==> src/rtl/mqsb_pkg.sv <==
package mqsb_pkg;

	// Store geometry.
	localparam int SLOTS  = 16;
	localparam int QUEUES = 4;
	localparam int DATA_W = 32;

	// A pointer holds a slot number or the null value SLOTS.
	localparam int PTR_W  = $clog2(SLOTS + 1);
	localparam int SIDX_W = $clog2(SLOTS);
	localparam int QIDX_W = (QUEUES > 1) ? $clog2(QUEUES) : 1;

	typedef logic [PTR_W-1:0]  ptr_t;
	typedef logic [SIDX_W-1:0] sidx_t;
	typedef logic [QIDX_W-1:0] qidx_t;

	localparam ptr_t NIL = PTR_W'(SLOTS);

	typedef enum logic [1:0] {
		ST_OK    = 2'd0,
		ST_FULL  = 2'd1,
		ST_EMPTY = 2'd2,
		ST_BADQ  = 2'd3
	} status_t;

	typedef enum logic {
		KIND_ENQ = 1'b0,
		KIND_DEQ = 1'b1
	} kind_t;

	// Access request to the link store.
	typedef struct packed {
		logic  re;
		sidx_t raddr;
		logic  we;
		sidx_t waddr;
		ptr_t  wdata;
	} link_req_t;

	function automatic logic is_slot(ptr_t p);
		is_slot = (p < NIL);
	endfunction

endpackage

==> src/rtl/mqsb_ram.sv <==
// Simple dual-port RAM: one write port, one read port with registered data.
module mqsb_ram #(
	parameter int WIDTH = 8,
	parameter int DEPTH = 16
) (
	input  logic                     clk,
	input  logic                     we,
	input  logic [$clog2(DEPTH)-1:0] waddr,
	input  logic [WIDTH-1:0]         wdata,
	input  logic                     re,
	input  logic [$clog2(DEPTH)-1:0] raddr,
	output logic [WIDTH-1:0]         rdata
);
	logic [WIDTH-1:0] mem [DEPTH];

	always_ff @(posedge clk) begin
		if (we) begin
			mem[waddr] <= wdata;
		end
		if (re) begin
			rdata <= mem[raddr];
		end
	end
endmodule

==> src/rtl/mqsb_link_store.sv <==
// Slot link memory. A slot that has never been written reads as its reset
// link, the next slot number, so the free list starts as one chain.
module mqsb_link_store
	import mqsb_pkg::*;
(
	input  logic      clk,
	input  logic      arst_n,
	input  link_req_t req,
	output ptr_t      rdata
);
	logic [SLOTS-1:0] vld_q;
	logic             vld_s1;
	ptr_t             dflt_s1;
	ptr_t             ram_rdata;

	mqsb_ram #(
		.WIDTH(PTR_W),
		.DEPTH(SLOTS)
	) u_ram (
		.clk  (clk),
		.we   (req.we),
		.waddr(req.waddr),
		.wdata(req.wdata),
		.re   (req.re),
		.raddr(req.raddr),
		.rdata(ram_rdata)
	);

	always_ff @(posedge clk or negedge arst_n) begin
		if (!arst_n) begin
			vld_q <= '0;
		end else if (req.we) begin
			vld_q[req.waddr] <= 1'b1;
		end
	end

	always_ff @(posedge clk) begin
		if (req.re) begin
			vld_s1  <= vld_q[req.raddr];
			dflt_s1 <= PTR_W'(req.raddr) + PTR_W'(1);
		end
	end

	assign rdata = vld_s1 ? ram_rdata : dflt_s1;
endmodule

==> config.mk <==
export PLATFORM = sky130hd
export DESIGN_NAME = mqsb_link_store
export DESIGN_NICKNAME = d
export VERILOG_FILES = /design/src/rtl/mqsb_pkg.sv /design/src/rtl/mqsb_ram.sv /design/src/rtl/mqsb_link_store.sv
export SDC_FILE = /design/constraint.sdc
export NUM_CORES = 1
export LEC_CHECK = 0
export ABC_AREA = 1
export BUFFER_PORTS_ARGS = -buffer_cell sky130_fd_sc_hd__buf_4
export CAP_MARGIN = 5
export CELL_PAD_IN_SITES_DETAIL_PLACEMENT = 1
export CELL_PAD_IN_SITES_GLOBAL_PLACEMENT = 1
export CORE_MARGIN = 8
export CORE_UTILIZATION = 52
export DETAILED_ROUTE_END_ITERATION = 8
export PLACE_DENSITY_LB_ADDON = 0.1
export SYNTH_ARGS = -nofsm -noshare
export SYNTH_HDL_FRONTEND = slang
export SYNTH_HIERARCHICAL = 1
export SYNTH_SLANG_ARGS = --single-unit
==> constraint.sdc <==
create_clock -name clk -period 2.4 [get_ports clk]
set_clock_uncertainty 0.2 [all_clocks]
set_input_delay 0.48 -clock clk [delete_from_list [all_inputs] [get_ports clk]]
set_output_delay 0.48 -clock clk [all_outputs]
set_load 0.1 [all_outputs]
==> qor.csv <==
metric,value,unit
status,"complete, no violations",
multiplexer share of the synthesized area,1.17,%
CP top delay family,flip-flops,
Max Cap Viol,0,
critical-path maximum fanout,5,
Remaining DRCs,0,
worst reg2reg path endpoint,u_ram/rdata[2]$_DFFE_PP_,
initial antenna violation count,0,
vias,3214,
first-pass GRT wire length,18.3,mm
gr usage total,19.0,%
TNS Setup,0,ps
mapped cell area,4790,µm²
main combinational cell family by area after synthesis,simple AND/OR/NAND/NOR gates,
largest net degree at the start of global routing,53,
H-tree levels,3,
CP endpoint kind,primary output,
final worst path period share,88.8,%
filler instances,1016,
Post-Synth XOR/XNOR Area,0.365,%
"EDFF count, synth",91,
Worst Hold End,vld_q[12]$_DFFE_PN0P_,
complex-gate fraction of the synthesized area,1.98,%
leakage power,2.24,nW
Post-Layout Cell Count,608,
Synth Area in Adders,0.261,%
Synth area leaders,"edfxtp_1 57%, nand2_1 10%, dfrtp_1 8.4%",
Final Util,56.9,%
R2R depth,6,
Post-synth top flop,edfxtp_1,
Mean Syn Cell Area,10.1,µm²
postcts setup bufs,0,
post-layout minimum cycle time,2130,ps
Die W,112,µm
met3 wire length,278,µm
Worst-Skew Late Latency,360,ps
GP Congestion,0.822,
final total power,3.55,mW
PortBufs,21,
Synth top area share,57.0,%
hpwl dp,7.76,mm
Yosys Warn Count,6,
DR vias/cell,5.29,
Core ar.,9110,µm²
final setup violating endpoints,0,
first-pass iteration count of the detailed router,4,
final instance area,5180,µm²
initial core utilization,52.6,%
unrepaired setup endpoints after global routing,false,
worst min-delay path category,input pin to flop,
Synth Register Bits,107,
drt wl/cell,18.7,µm
Met1 Wirelength,5.24,mm
vias in the first global route,3408,
Unique masters post-synth,20,
GRT Residual Overflow,0,
Final #Nets,510,
Die Height,112,µm
"CTS clk-pin slew, worst paths",100,ps
asr flop ratio synth,15.0,%
Yosys top cell by area,edfxtp_1,
peak per-stage delay on the critical path,470,ps
WP buf/inv,1,
peak supply drop,0.000331,V
Setup CP Type,flop to primary output,
TritonCTS Buffers,9,
worst hold start,req[5],
hold path depth,4,
crit-path cells,mux2_2 > buf_4,
CTS tree,done,
crit path launch type,flop,
final number of hold-violating endpoints,0,
I/O pin total,22,
Required @ worst endpoint,1720,ps
Inst Count DP,591,
Routed Antenna Nets,0,
Mapped Nets,491,
power per cell area,685,nW/µm²
actual slew at the worst max-slew pin,494,ps
Post-CTS Resized,0,
DRT iter0 DRCs,154,
FF-to-FF Start,u_ram/mem[7][2]$_DFFE_PP_,
CTS Sinks,107,
slew margin rel.,66.9,%
Post-DP Area,4990,µm²
"Seq/Total Area, Yosys",65.3,%
top routing layer used,met4,
std cell rows,35,
met2 WL,5.71,mm
share of cells above drive strength 1,17.1,%
Layout area overhead,8.04,%
Max Buffers Root-to-Sink,2,
Syn Inst Count,473,
list of most frequent post-synthesis cells,"129 x nand2_1, 91 x edfxtp_1, 72 x nand3_1",
final count of pins violating max slew,0,
# diodes,0,
Max Clk Rate,469,MHz
Die ar.,12500,µm²
DRT Wirelength,11.4,mm
Worst Path Arrival,1450,ps
worst reg2reg setup slack,990,ps
most common cell in the synthesized netlist,nand2_1,
critical path's slowest cell,edfxtp_1,
Simple-Gate Fraction of Synth Area,21.4,%
root buf cell,clkbuf_8,
[metrics by stage]
stage | hold WS [ps] | setup slack, ps
3_3_place_gp | 146 | 460
3_5_place_dp | 150 | 398
6_report | 241 | 269
4_1_cts | 231 | 238
5_1_grt | 244 | 219
2_1_floorplan | -15.6 | 694
[placed cells by master, fill, tap and decap left out]
cell type      netlist  final
edfxtp_1            91     91
nand2_2             10     10
clkbuf_2             0      1
inv_4                0      3
nand2_1            129    129
mux2_2               5      5
nor2_1              28     28
o21bai_1             6      6
xor2_1               2      2
buf_12               0      1
clkbuf_16            0      1
dlygate4sd3_1        0      1
ha_1                 1      1
o21ai_0             10     10
clkbuf_1             1      1
clkbuf_8             0      9
buf_4                4     21
inv_2               32     32
inv_6                1      1
clkbuf_4             0      1
inv_1               53     53
nand3b_1             2      2
nand3_1             72     72
dfrtp_1             16     16
[area by class of cell]
type / count / area [µm²] / area share [%]
Clock buffer: 13 / 165 / 3.19
Clock inverter: 3 / 18.8 / 0.362
Sequential cell: 107 / 3130 / 60.5
Inverter: 86 / 328 / 6.33
Tap cell: 111 / 139 / 2.68
Timing Repair Buffer: 23 / 188 / 3.62
Multi-Input combinational cell: 265 / 1210 / 23.3
[worst reg2reg max path: stages (launching register included)]
cell	delay (ps)
edfxtp_1	370
inv_1	60
nand2_1	60
nand3_1	120
nand3_1	130
nand3_1	120
nand2_1	100
[cells by family after synthesis]
kind of cell,after synthesis
buffers and inverters,101
adders and majority gates,1
AOI/OAI and AO/OA,16
DFF,107
and+or+nand+nor,241
xor gates and xnor gates,2
muxes,5
[where the power goes]
part / leakage [nW] / total, mW / internal (mW) / switching, mW
registers: 0.979 / 2.11 / 2.08 / 0.0285
logic: 1.16 / 0.401 / 0.111 / 0.290
clock network: 0.100 / 1.04 / 0.460 / 0.576
[routing by layer]
metal / vias up / track usage (%)
li1: 1555 / -
met3: 11 / 2.09
met5: - / 0
met4: 0 / 7.28
met1: 1595 / 24.5
met2: 53 / 32.4
[how the worst max path moves through the flow]
stage                                to             start  depth (start not counted)
2_1_floorplan                  rdata[0]  vld_s1$_DFFE_PP_                          1
3_3_place_gp   u_ram/rdata[2]$_DFFE_PP_           req[11]                          6
3_5_place_dp   u_ram/rdata[2]$_DFFE_PP_           req[11]                          6
4_1_cts                        rdata[3]  vld_s1$_DFFE_PP_                          2
5_1_grt                        rdata[3]  vld_s1$_DFFE_PP_                          2
6_report                       rdata[3]  vld_s1$_DFFE_PP_                          2
[state kept, by name, indices dropped and copies added, names as in the netlist]
signal,count
u_ram/mem,80
dflt_s1,5
vld_s1,1
vld_q,16
u_ram/rdata,5
[repair_timing]
item                       in CTS  in global routing
hold buffers                    1                  0
setup endpoints to repair       0                  0
hold endpoints to repair       16                  0
Note: power is estimated with default switching activity, not from simulation.
