$ cat config.mk
export PLATFORM = sky130hd
export DESIGN_NAME = mqsb_ram
export DESIGN_NICKNAME = d
export VERILOG_FILES = /design/src/rtl/mqsb_ram.sv
export SDC_FILE = /design/constraint.sdc
export NUM_CORES = 1
export LEC_CHECK = 0
export ABC_AREA = 1
export BUFFER_PORTS_ARGS = -buffer_cell sky130_fd_sc_hd__buf_4
export CAP_MARGIN = 20
export CORE_MARGIN = 10
export CORE_UTILIZATION = 55
export DETAILED_ROUTE_END_ITERATION = 12
export MAX_ROUTING_LAYER = met4
export PLACE_DENSITY = 0.71
export SLEW_MARGIN = 10
export SYNTH_ARGS = -nofsm -noshare
export SYNTH_HDL_FRONTEND = slang
export SYNTH_SLANG_ARGS = --single-unit
$ cat constraint.sdc
create_clock -name clk -period 2 [get_ports clk]
set_input_delay 0.1 -clock clk [delete_from_list [all_inputs] [get_ports clk]]
set_output_delay 0.1 -clock clk [all_outputs]
set_load 0.1 [all_outputs]
$ cat src/rtl/mqsb_ram.sv
// Simple dual-port RAM: one write port, one read port with registered data.
module mqsb_ram #(
	parameter int WIDTH = 8,
	parameter int DEPTH = 16
) (
	input  logic                     clk,
	input  logic                     we,
	input  logic [$clog2(DEPTH)-1:0] waddr,
	input  logic [WIDTH-1:0]         wdata,
	input  logic                     re,
	input  logic [$clog2(DEPTH)-1:0] raddr,
	output logic [WIDTH-1:0]         rdata
);
	logic [WIDTH-1:0] mem [DEPTH];

	always_ff @(posedge clk) begin
		if (we) begin
			mem[waddr] <= wdata;
		end
		if (re) begin
			rdata <= mem[raddr];
		end
	end
endmodule

==> impl_metrics.tcl, run 1 <==
set metrics [dict create \
    drt_wl_total_um 12500 \
    crit_cells 1 \
    viasPerCell 5.14 \
    path_buf_inv 1 \
    cts_tree "done" \
    post-route-util_pct 65.6 \
    hp-class "input pin to register" \
    fin_cells 744 \
    fmax_mhz 790 \
    placedCellCount 703 \
    async_reset_ff_share_pct 0 \
    clkLatencyLatePin_ns 0.52 \
    tightest_slew_ns 0.745 \
    dr_total_vias 3825 \
    fin_crit_ns 1.27 \
    clk_path_buf_depth 2 \
    comb_power_share_pct 7.9 \
    rows 37 \
    power_density_nw_per_um2 947 \
    antenna_found_initial 0 \
    rr_worst_depth 6 \
    core_area_um2 10300 \
    path_max_fanout 1 \
    gr-total-overflow 0 \
    finalClockSkew_ns 0.00624 \
    drv_slew 0 \
    synth_seq_area_share_pct 69.8 \
    ctsResizeCount 0 \
    drc_errors 0 \
    place_area_um2 6160 \
    grt.total_usage_pct 18.0 \
    cts_hold_buffers 10 \
    dr.pass1.iters 5 \
    crit_path_start_kind "register" \
    die-area_um2 15200 \
    yosysMostFrequentCell "nand2_1" \
    cts-root-buf "clkbuf_8" \
    clk_pin_slew_worst_paths_ns 0.06 \
    synth-edff-count 136 \
    synth_top_cell_area_share_pct 69.8 \
    power_frac_seq_pct 50.3 \
    gp_congestion 0.869 \
    clock_power_share_pct 41.7 \
    switching_power_w 0.00145 \
    cp_slowest_stage_delay_ns 0.34 \
    grt_pass1_vias 3628 \
    dp_hpwl_um 7790 \
    cts_buffers 17 \
    start_util_pct 56.6 \
    design_area_um2 6770 \
    ir_drop_mv 0.493 \
    holdPathStages 4 \
    fp.dieW_um 123 \
    ys_warn_count 0 \
    port_buffers 26 \
    nets 615 \
    slowest_stage "edfxtp_1" \
    syn_area_um2 5850 \
    drv_cap 0 \
    ys_types 11 \
    cellLeakagePower_nw 2.91 \
    ys.flop_type "edfxtp_1" \
    grt_max_degree 38 \
    finalSetupViolCount 0 \
    arrival_ns 1.17 \
    switching_share_pct 22.6 \
    die_y_um 123 \
    synth.largest_area_cell "edfxtp_1" \
    tns_ns 0 \
    avgRoutedWirePerCell_um 16.8 \
    crit_required_ns 1.90 \
    reg2reg_slack_ns 0.78 \
    syn_inst 551 \
    htree_levels 4 \
    grt_pass1_wl_um 19800 \
    synth.area.top_cells "edfxtp_1 70%, nand2_1 11%, nand3_1 8.3%" \
    critPathCaptureType "output pin" \
    drive_above_1_share_pct 11.0 \
    period_share_pct 63.3 \
    critical_path_class "register to output pin" \
    num_antenna_cells 0 \
    hold_viol_final 0 \
    drtIter0Drc 433 \
    io_pins 27 \
    status "finished clean" \
    rsz0062_at_grt "false" \
    path_cells "buf_4" \
    clkSinkCount 136 \
    p_int_w 0.00496 \
    postCtsSetupBuffers 0 \
    crit_family "flip-flops" \
    synth_seq_cells 136 \
    ant_nets 0 \
    synth_commonest_cells "173 x nand2_1, 136 x edfxtp_1, 100 x inv_1, 97 x nand3_1, 17 x nor2_1" \
    synthToLayoutAreaGrowth_pct 15.8 \
    syn-num-nets 570 \
    slew_headroom_pct 50.1 \
    syn_area_per_cell_um2 10.6 \
]
[power by group through the flow]
stage          Sequential (W)  Clock [W]  Combinational, W
6_report              0.00323    0.00268          0.000509
5_1_grt               0.00323    0.00284          0.000557
4_1_cts               0.00323    0.00272          0.000510
3_5_place_dp          0.00329          0          0.000492
3_3_place_gp          0.00328          0          0.000486
2_1_floorplan         0.00338          0          0.000225
[logic make-up (layout without fill, tap and decap cells)]
kind of cell | Yosys count | in the layout | share of synthesized area [%]
buf+inv | 126 | 183 | 9.39
flops | 136 | 136 | 69.8
simple gates | 289 | 289 | 20.8
[worst paths after layout]
kind               from  endpoint
max            rdata[6]  rdata[6]
min            raddr[2]  rdata[5]
max reg2reg  mem[11][5]  rdata[5]
min reg2reg   mem[4][5]  rdata[5]
[flip-flops by register name (all words and copies together) (netlist names)]
name   flops
rdata      8
mem      128
[layout by cell type, fill, tap and decap left out]
master,count
inv_1,100
bufinv_16,1
buf_12,1
nand2_1,173
clkbuf_1,3
dlygate4sd3_1,10
nand3_1,97
clkinv_2,4
nor2_1,17
nand3b_1,2
edfxtp_1,136
clkbuf_16,16
clkinv_1,3
buf_4,39
clkinvlp_4,3
inv_2,2
clkbuf_8,1
[area by class of cell]
cell class / count / area (um2)
inverters: 102 / 383
clock buffers: 20 / 425
well taps: 136 / 170
fillers: 790 / 3550
clock inverters: 11 / 83.8
repair buffers: 50 / 413
multi-input cells: 289 / 1210
flip-flops and latches: 136 / 4080
[metrics by stage]
step / hold WS [ns] / power, W / setup slack, ns
6_report: 0.0996 / 0.00642 / 0.734
5_1_grt: 0.110 / 0.00663 / 0.684
4_1_cts: 0.0759 / 0.00645 / 0.709
3_5_place_dp: 0.417 / 0.00378 / 0.416
3_3_place_gp: 0.415 / 0.00377 / 0.461
2_1_floorplan: 0.199 / 0.00361 / 0.949
[metal layers]
metal / global-route usage (%) / wire [um] / share of wire (%) / vias to the layer above
met4: 6.48 / 237 / 1.9 / 0
met2: 25.8 / 5620 / 45 / 157
met1: 24.1 / 5620 / 45 / 1778
li1: - / - / - / 1872
met5: - / 0 / 0 / -
met3: 5.06 / 1010 / 8.1 / 18
Note: power is estimated with default switching activity, not from simulation.
==> run 2: changes to the inputs <==
==> constraint.sdc (replaced) <==
create_clock -name clk -period 1.3 [get_ports clk]
set_input_delay 0.065 -clock clk [delete_from_list [all_inputs] [get_ports clk]]
set_output_delay 0.065 -clock clk [all_outputs]
set_load 0.1 [all_outputs]
==> impl_metrics.tcl, run 2 (same netlist as run 1, synthesis figures left out) <==
set metrics [dict create \
    drtIter0Drc 515 \
    switching_power_w 0.00226 \
    layout.cells.most_common "nand2_1" \
    p_int_w 0.00786 \
    arrival_ns 1.19 \
    drt_wl_total_um 13100 \
    grt_pass1_wl_um 20400 \
    grt.total_usage_pct 18.6 \
    core_area_um2 10300 \
    switching_share_pct 22.3 \
    dp_hpwl_um 8280 \
    period_share_pct 96.4 \
    tns_ns 0 \
    crit_path_start_kind "register" \
    crit_cells 1 \
    htree_levels 4 \
    num_antenna_cells 0 \
    postCtsSetupBuffers 0 \
    cellLeakagePower_nw 3.01 \
    port_buffers 26 \
    grt_pass1_vias 3761 \
    die-area_um2 15200 \
    drv_cap 0 \
    drv_slew 0 \
    largest_reg_flops 128 \
    layout_common_cells "173 x nand2_1, 136 x edfxtp_1, 100 x inv_1" \
    hold_viol_final 0 \
    tightest_slew_ns 0.303 \
    slowest_stage "edfxtp_1" \
    nets 627 \
    cts-root-buf "clkbuf_8" \
    dr.pass1.iters 5 \
    n_fill_cell 797 \
    reg2reg_slack_ns 0.10 \
    critPathCaptureType "output pin" \
    crit_family "flip-flops" \
    clk_path_buf_depth 2 \
    path_max_fanout 1 \
    gp_congestion 0.863 \
    comb_power_share_pct 7.9 \
    hold_ws_ns 0.0446 \
    rsz0062_at_grt "false" \
    top_regs "mem: 128 flops, rdata: 8 flops" \
    power_frac_seq_pct 49.1 \
    drive_above_1_share_pct 12.9 \
    avgRoutedWirePerCell_um 17.3 \
    clock_power_share_pct 42.9 \
    cts_tree "done" \
    fmax_mhz 798 \
    path_buf_inv 1 \
    status "finished clean" \
    antenna_found_initial 0 \
    largest-register "mem" \
    ir_drop_mv 0.851 \
    hp-class "input pin to register" \
    clk_pin_slew_worst_paths_ns 0.06 \
    r2r_end "rdata[4]" \
    synthToLayoutAreaGrowth_pct 18.2 \
    grt_max_degree 65 \
    r2r_start "mem[9][4]" \
    finalClockSkew_ns 0.00560 \
    power_density_nw_per_um2 1460 \
    path_cells "buf_4" \
    die_y_um 123 \
    finalSetupViolCount 0 \
    critical_path_class "register to output pin" \
    startpoint "rdata[2]" \
    viasPerCell 5.17 \
    crit_path_end "rdata[2]" \
    slew_headroom_pct 79.8 \
    start_util_pct 56.6 \
    io_pins 27 \
    dr_total_vias 3913 \
    cts_hold_buffers 10 \
    fin_crit_ns 1.25 \
    rows 37 \
    clkSinkCount 136 \
    drc_errors 0 \
    fp.dieW_um 123 \
    gr-total-overflow 0 \
    rr_worst_depth 6 \
    ctsResizeCount 0 \
    crit_required_ns 1.24 \
    fin_cells 757 \
    clkLatencyLatePin_ns 0.52 \
    cts_buffers 17 \
    ant_nets 0 \
    placedCellCount 715 \
    cp_slowest_stage_delay_ns 0.37 \
]
==> run 2: routing by layer <==
metal | vias up | wire [um] | global-route usage [%]
met4 | 0 | 178 | 6.77
met3 | 13 | 770 | 3.78
met2 | 143 | 6110 | 27.7
met1 | 1864 | 6010 | 24.9
li1 | 1893 | - | -
met5 | - | 0 | -
==> run 2: cell type report <==
type                    count  area, um2  share of cell area, %
flip-flops and latches    136       4080                   59.1
multi-input cells         289       1210                   17.6
repair buffers             62        528                   7.64
clock buffers              20        425                   6.15
inverters                 102        383                   5.54
well taps                 136        170                   2.46
clock inverters            12        109                   1.57
==> run 2: worst min path at each step <==
stage               depth (start not counted)  slack, ns  startpoint   endpoint
floorplan                                   0       0.16    wdata[0]  mem[0][0]
CTS                                         4       0.03    raddr[2]   rdata[1]
finish                                      4       0.04    raddr[2]   rdata[1]
global route                                4       0.06    raddr[2]   rdata[1]
global placement                            1       0.38          re   rdata[0]
detailed placement                          1       0.39          re   rdata[1]
==> run 2: power groups by stage <==
| stage | clock network, W | registers [W] | logic [W] |
|---|---|---|---|
| floorplan | 0 | 0.00521 | 0.000346 |
| global placement | 0 | 0.00506 | 0.000766 |
| detailed placement | 0 | 0.00506 | 0.000778 |
| CTS | 0.00437 | 0.00497 | 0.000809 |
| global route | 0.00460 | 0.00498 | 0.000875 |
| finish | 0.00435 | 0.00497 | 0.000804 |
==> run 2: metrics by stage <==
step / total power (W) / cell area, um2 / worst slack, ns / utilization, %
final: 0.0101 / 6910 / 0.0471 / 67.0
after global routing: 0.0105 / 6910 / 0.0151 / 67.0
after CTS: 0.0102 / 6910 / 0.0205 / 67.0
after detailed placement: 0.00584 / 6280 / 0.0731 / 60.8
after global placement: 0.00582 / 6280 / 0.0930 / 60.8
after floorplan: 0.00555 / 5850 / 0.284 / -
==> run 3: changes to the inputs <==
--- a/config.mk
+++ b/config.mk
@@ -12,7 +12,7 @@
 export CORE_UTILIZATION = 55
 export DETAILED_ROUTE_END_ITERATION = 12
 export MAX_ROUTING_LAYER = met4
-export PLACE_DENSITY = 0.71
+export PLACE_DENSITY = 0.73
 export SLEW_MARGIN = 10
 export SYNTH_ARGS = -nofsm -noshare
 export SYNTH_HDL_FRONTEND = slang
==> constraint.sdc (replaced) <==
create_clock -name clk -period 1.1 [get_ports clk]
set_input_delay 0.055 -clock clk [delete_from_list [all_inputs] [get_ports clk]]
set_output_delay 0.055 -clock clk [all_outputs]
set_load 0.1 [all_outputs]
==> impl_metrics.tcl, run 3 (same netlist as run 1, synthesis figures left out) <==
set metrics [dict create \
    ant_nets 0 \
    fin_ws_ns -0.141 \
    clk_path_buf_depth 2 \
    dr.pass1.iters 5 \
    design_area_um2 7360 \
    dp_hpwl_um 8430 \
    grt_max_degree 43 \
    port_buffers 26 \
    placedCellCount 715 \
    clkSinkCount 136 \
    gr-total-overflow 0 \
    cts_tree "done" \
    hp-class "input pin to register" \
    drt_wl_total_um 13900 \
    dp_slack_ns -0.182 \
    path_max_fanout 1 \
    largest_reg_flops 128 \
    crit_required_ns 1.04 \
    layout_common_cells "163 x nand2_1, 136 x edfxtp_1, 97 x inv_1" \
    clk_pin_slew_worst_paths_ns 0.06 \
    period_share_pct 113 \
    path_buf_inv 1 \
    place_area_um2 6290 \
    grt.total_usage_pct 19.1 \
    grt_pass1_vias 3988 \
    synthToLayoutAreaGrowth_pct 25.9 \
    arrival_ns 1.19 \
    cp_slowest_stage_delay_ns 0.45 \
    nets 627 \
    largest-register "mem" \
    drc_errors 0 \
    violations "negative setup slack" \
    finalSetupViolCount 9 \
    finalClockSkew_ns 0.00553 \
    fp.dieW_um 123 \
    tightest_slew_ns 0.731 \
    power_density_nw_per_um2 1770 \
    die-area_um2 15200 \
    n_fill_cell 683 \
    ir_drop_mv 1.11 \
    top_regs "mem: 128 flops, rdata: 8 flops" \
    crit_family "flip-flops" \
    critical_path_class "register to output pin" \
    rows 37 \
    drtIter0Drc 504 \
    layout.cells.most_common "nand2_1" \
    fin_cells 757 \
    gp_congestion 0.938 \
    clkLatencyLatePin_ns 0.52 \
    cts_buffers 17 \
    total_power_w 0.0130 \
    hold_viol_final 0 \
    slowest_stage "edfxtp_1" \
    fmax_mhz 806 \
    antenna_found_initial 0 \
    drive_above_1_share_pct 24.6 \
    drv_slew 0 \
    status "complete, but fails checks" \
    htree_levels 4 \
    drv_cap 0 \
    avgRoutedWirePerCell_um 18.4 \
    grt_pass1_wl_um 21100 \
    crit_path_start_kind "register" \
    fin_crit_ns 1.24 \
    num_antenna_cells 0 \
    postCtsSetupBuffers 0 \
    slew_headroom_pct 51.2 \
    critPathCaptureType "output pin" \
    core_area_um2 10300 \
    path_cells "buf_6" \
    dr_total_vias 4053 \
    rsz0062_at_grt "true" \
    start_util_pct 56.6 \
    viasPerCell 5.35 \
    io_pins 27 \
    die_y_um 123 \
    cellLeakagePower_nw 3.17 \
    cts-root-buf "clkbuf_8" \
]
run 3: cell count changes in the layout (fill, tap and decap cells not counted), moves of 8 or more:
cell / before / now
nand3_2: 0 / 53
nand3_1: 97 / 43
nand2_1: 173 / 163
buf_4: 49 / 40
nand2_2: 0 / 10
buf_6: 0 / 8
run 3: repair_timing:
item                                    in CTS  in global routing
endpoints found under the setup margin      14                 16
hold buffers                                10                  0
pin swaps                                    2                 25
hold endpoints to repair                   144                  0
resized for setup                           15                 61
run 3: layer usage:
metal / routed length (um) / GRT usage [%] / up-vias
li1: - / - / 1894
met1: 5530 / 23.1 / 1941
met2: 7000 / 31.7 / 195
met3: 1150 / 3.78 / 23
met4: 217 / 6.26 / 0
met5: 0 / - / -
run 3: final timing paths:
kind / start / endpoint / slack (ns) / depth (start not counted)
worst max-delay path: rdata[5] / rdata[5] / -0.14 / 1
worst max register to register: mem[9][6] / rdata[6] / -0.03 / 6
worst min register to register: mem[12][1] / rdata[1] / 0.74 / 6
worst min-delay path: we / mem[2][4] / 0.14 / 4
run 3: through the flow:
step	util [%]	TNS (ns)	hold slack, ns
after floorplan	-	0	0.154
after global placement	60.9	-1.00	0.365
after detailed placement	60.9	-1.13	0.366
after CTS	68.7	-0.952	0.138
after global routing	71.3	-1.39	0.178
final	71.3	-0.966	0.143
run 3: layout make-up:
class                      instances  area [um2]  share of cell area, %
inverter                         102         383                   5.20
clock inverter                    15         223                   3.03
sequential                       136        4080                   55.5
clock buffer                      17         414                   5.63
multi-input combinational        289        1520                   20.6
timing repair buffer              62         571                   7.75
tap                              136         170                   2.31
run 3: power breakdown:
part | internal, W | total, W | switching, W
logic | 0.000336 | 0.00109 | 0.000754
registers | 0.00584 | 0.00589 | 0.0000483
clock network | 0.00391 | 0.00605 | 0.00214
total | 0.0101 | 0.0130 | 0.00294
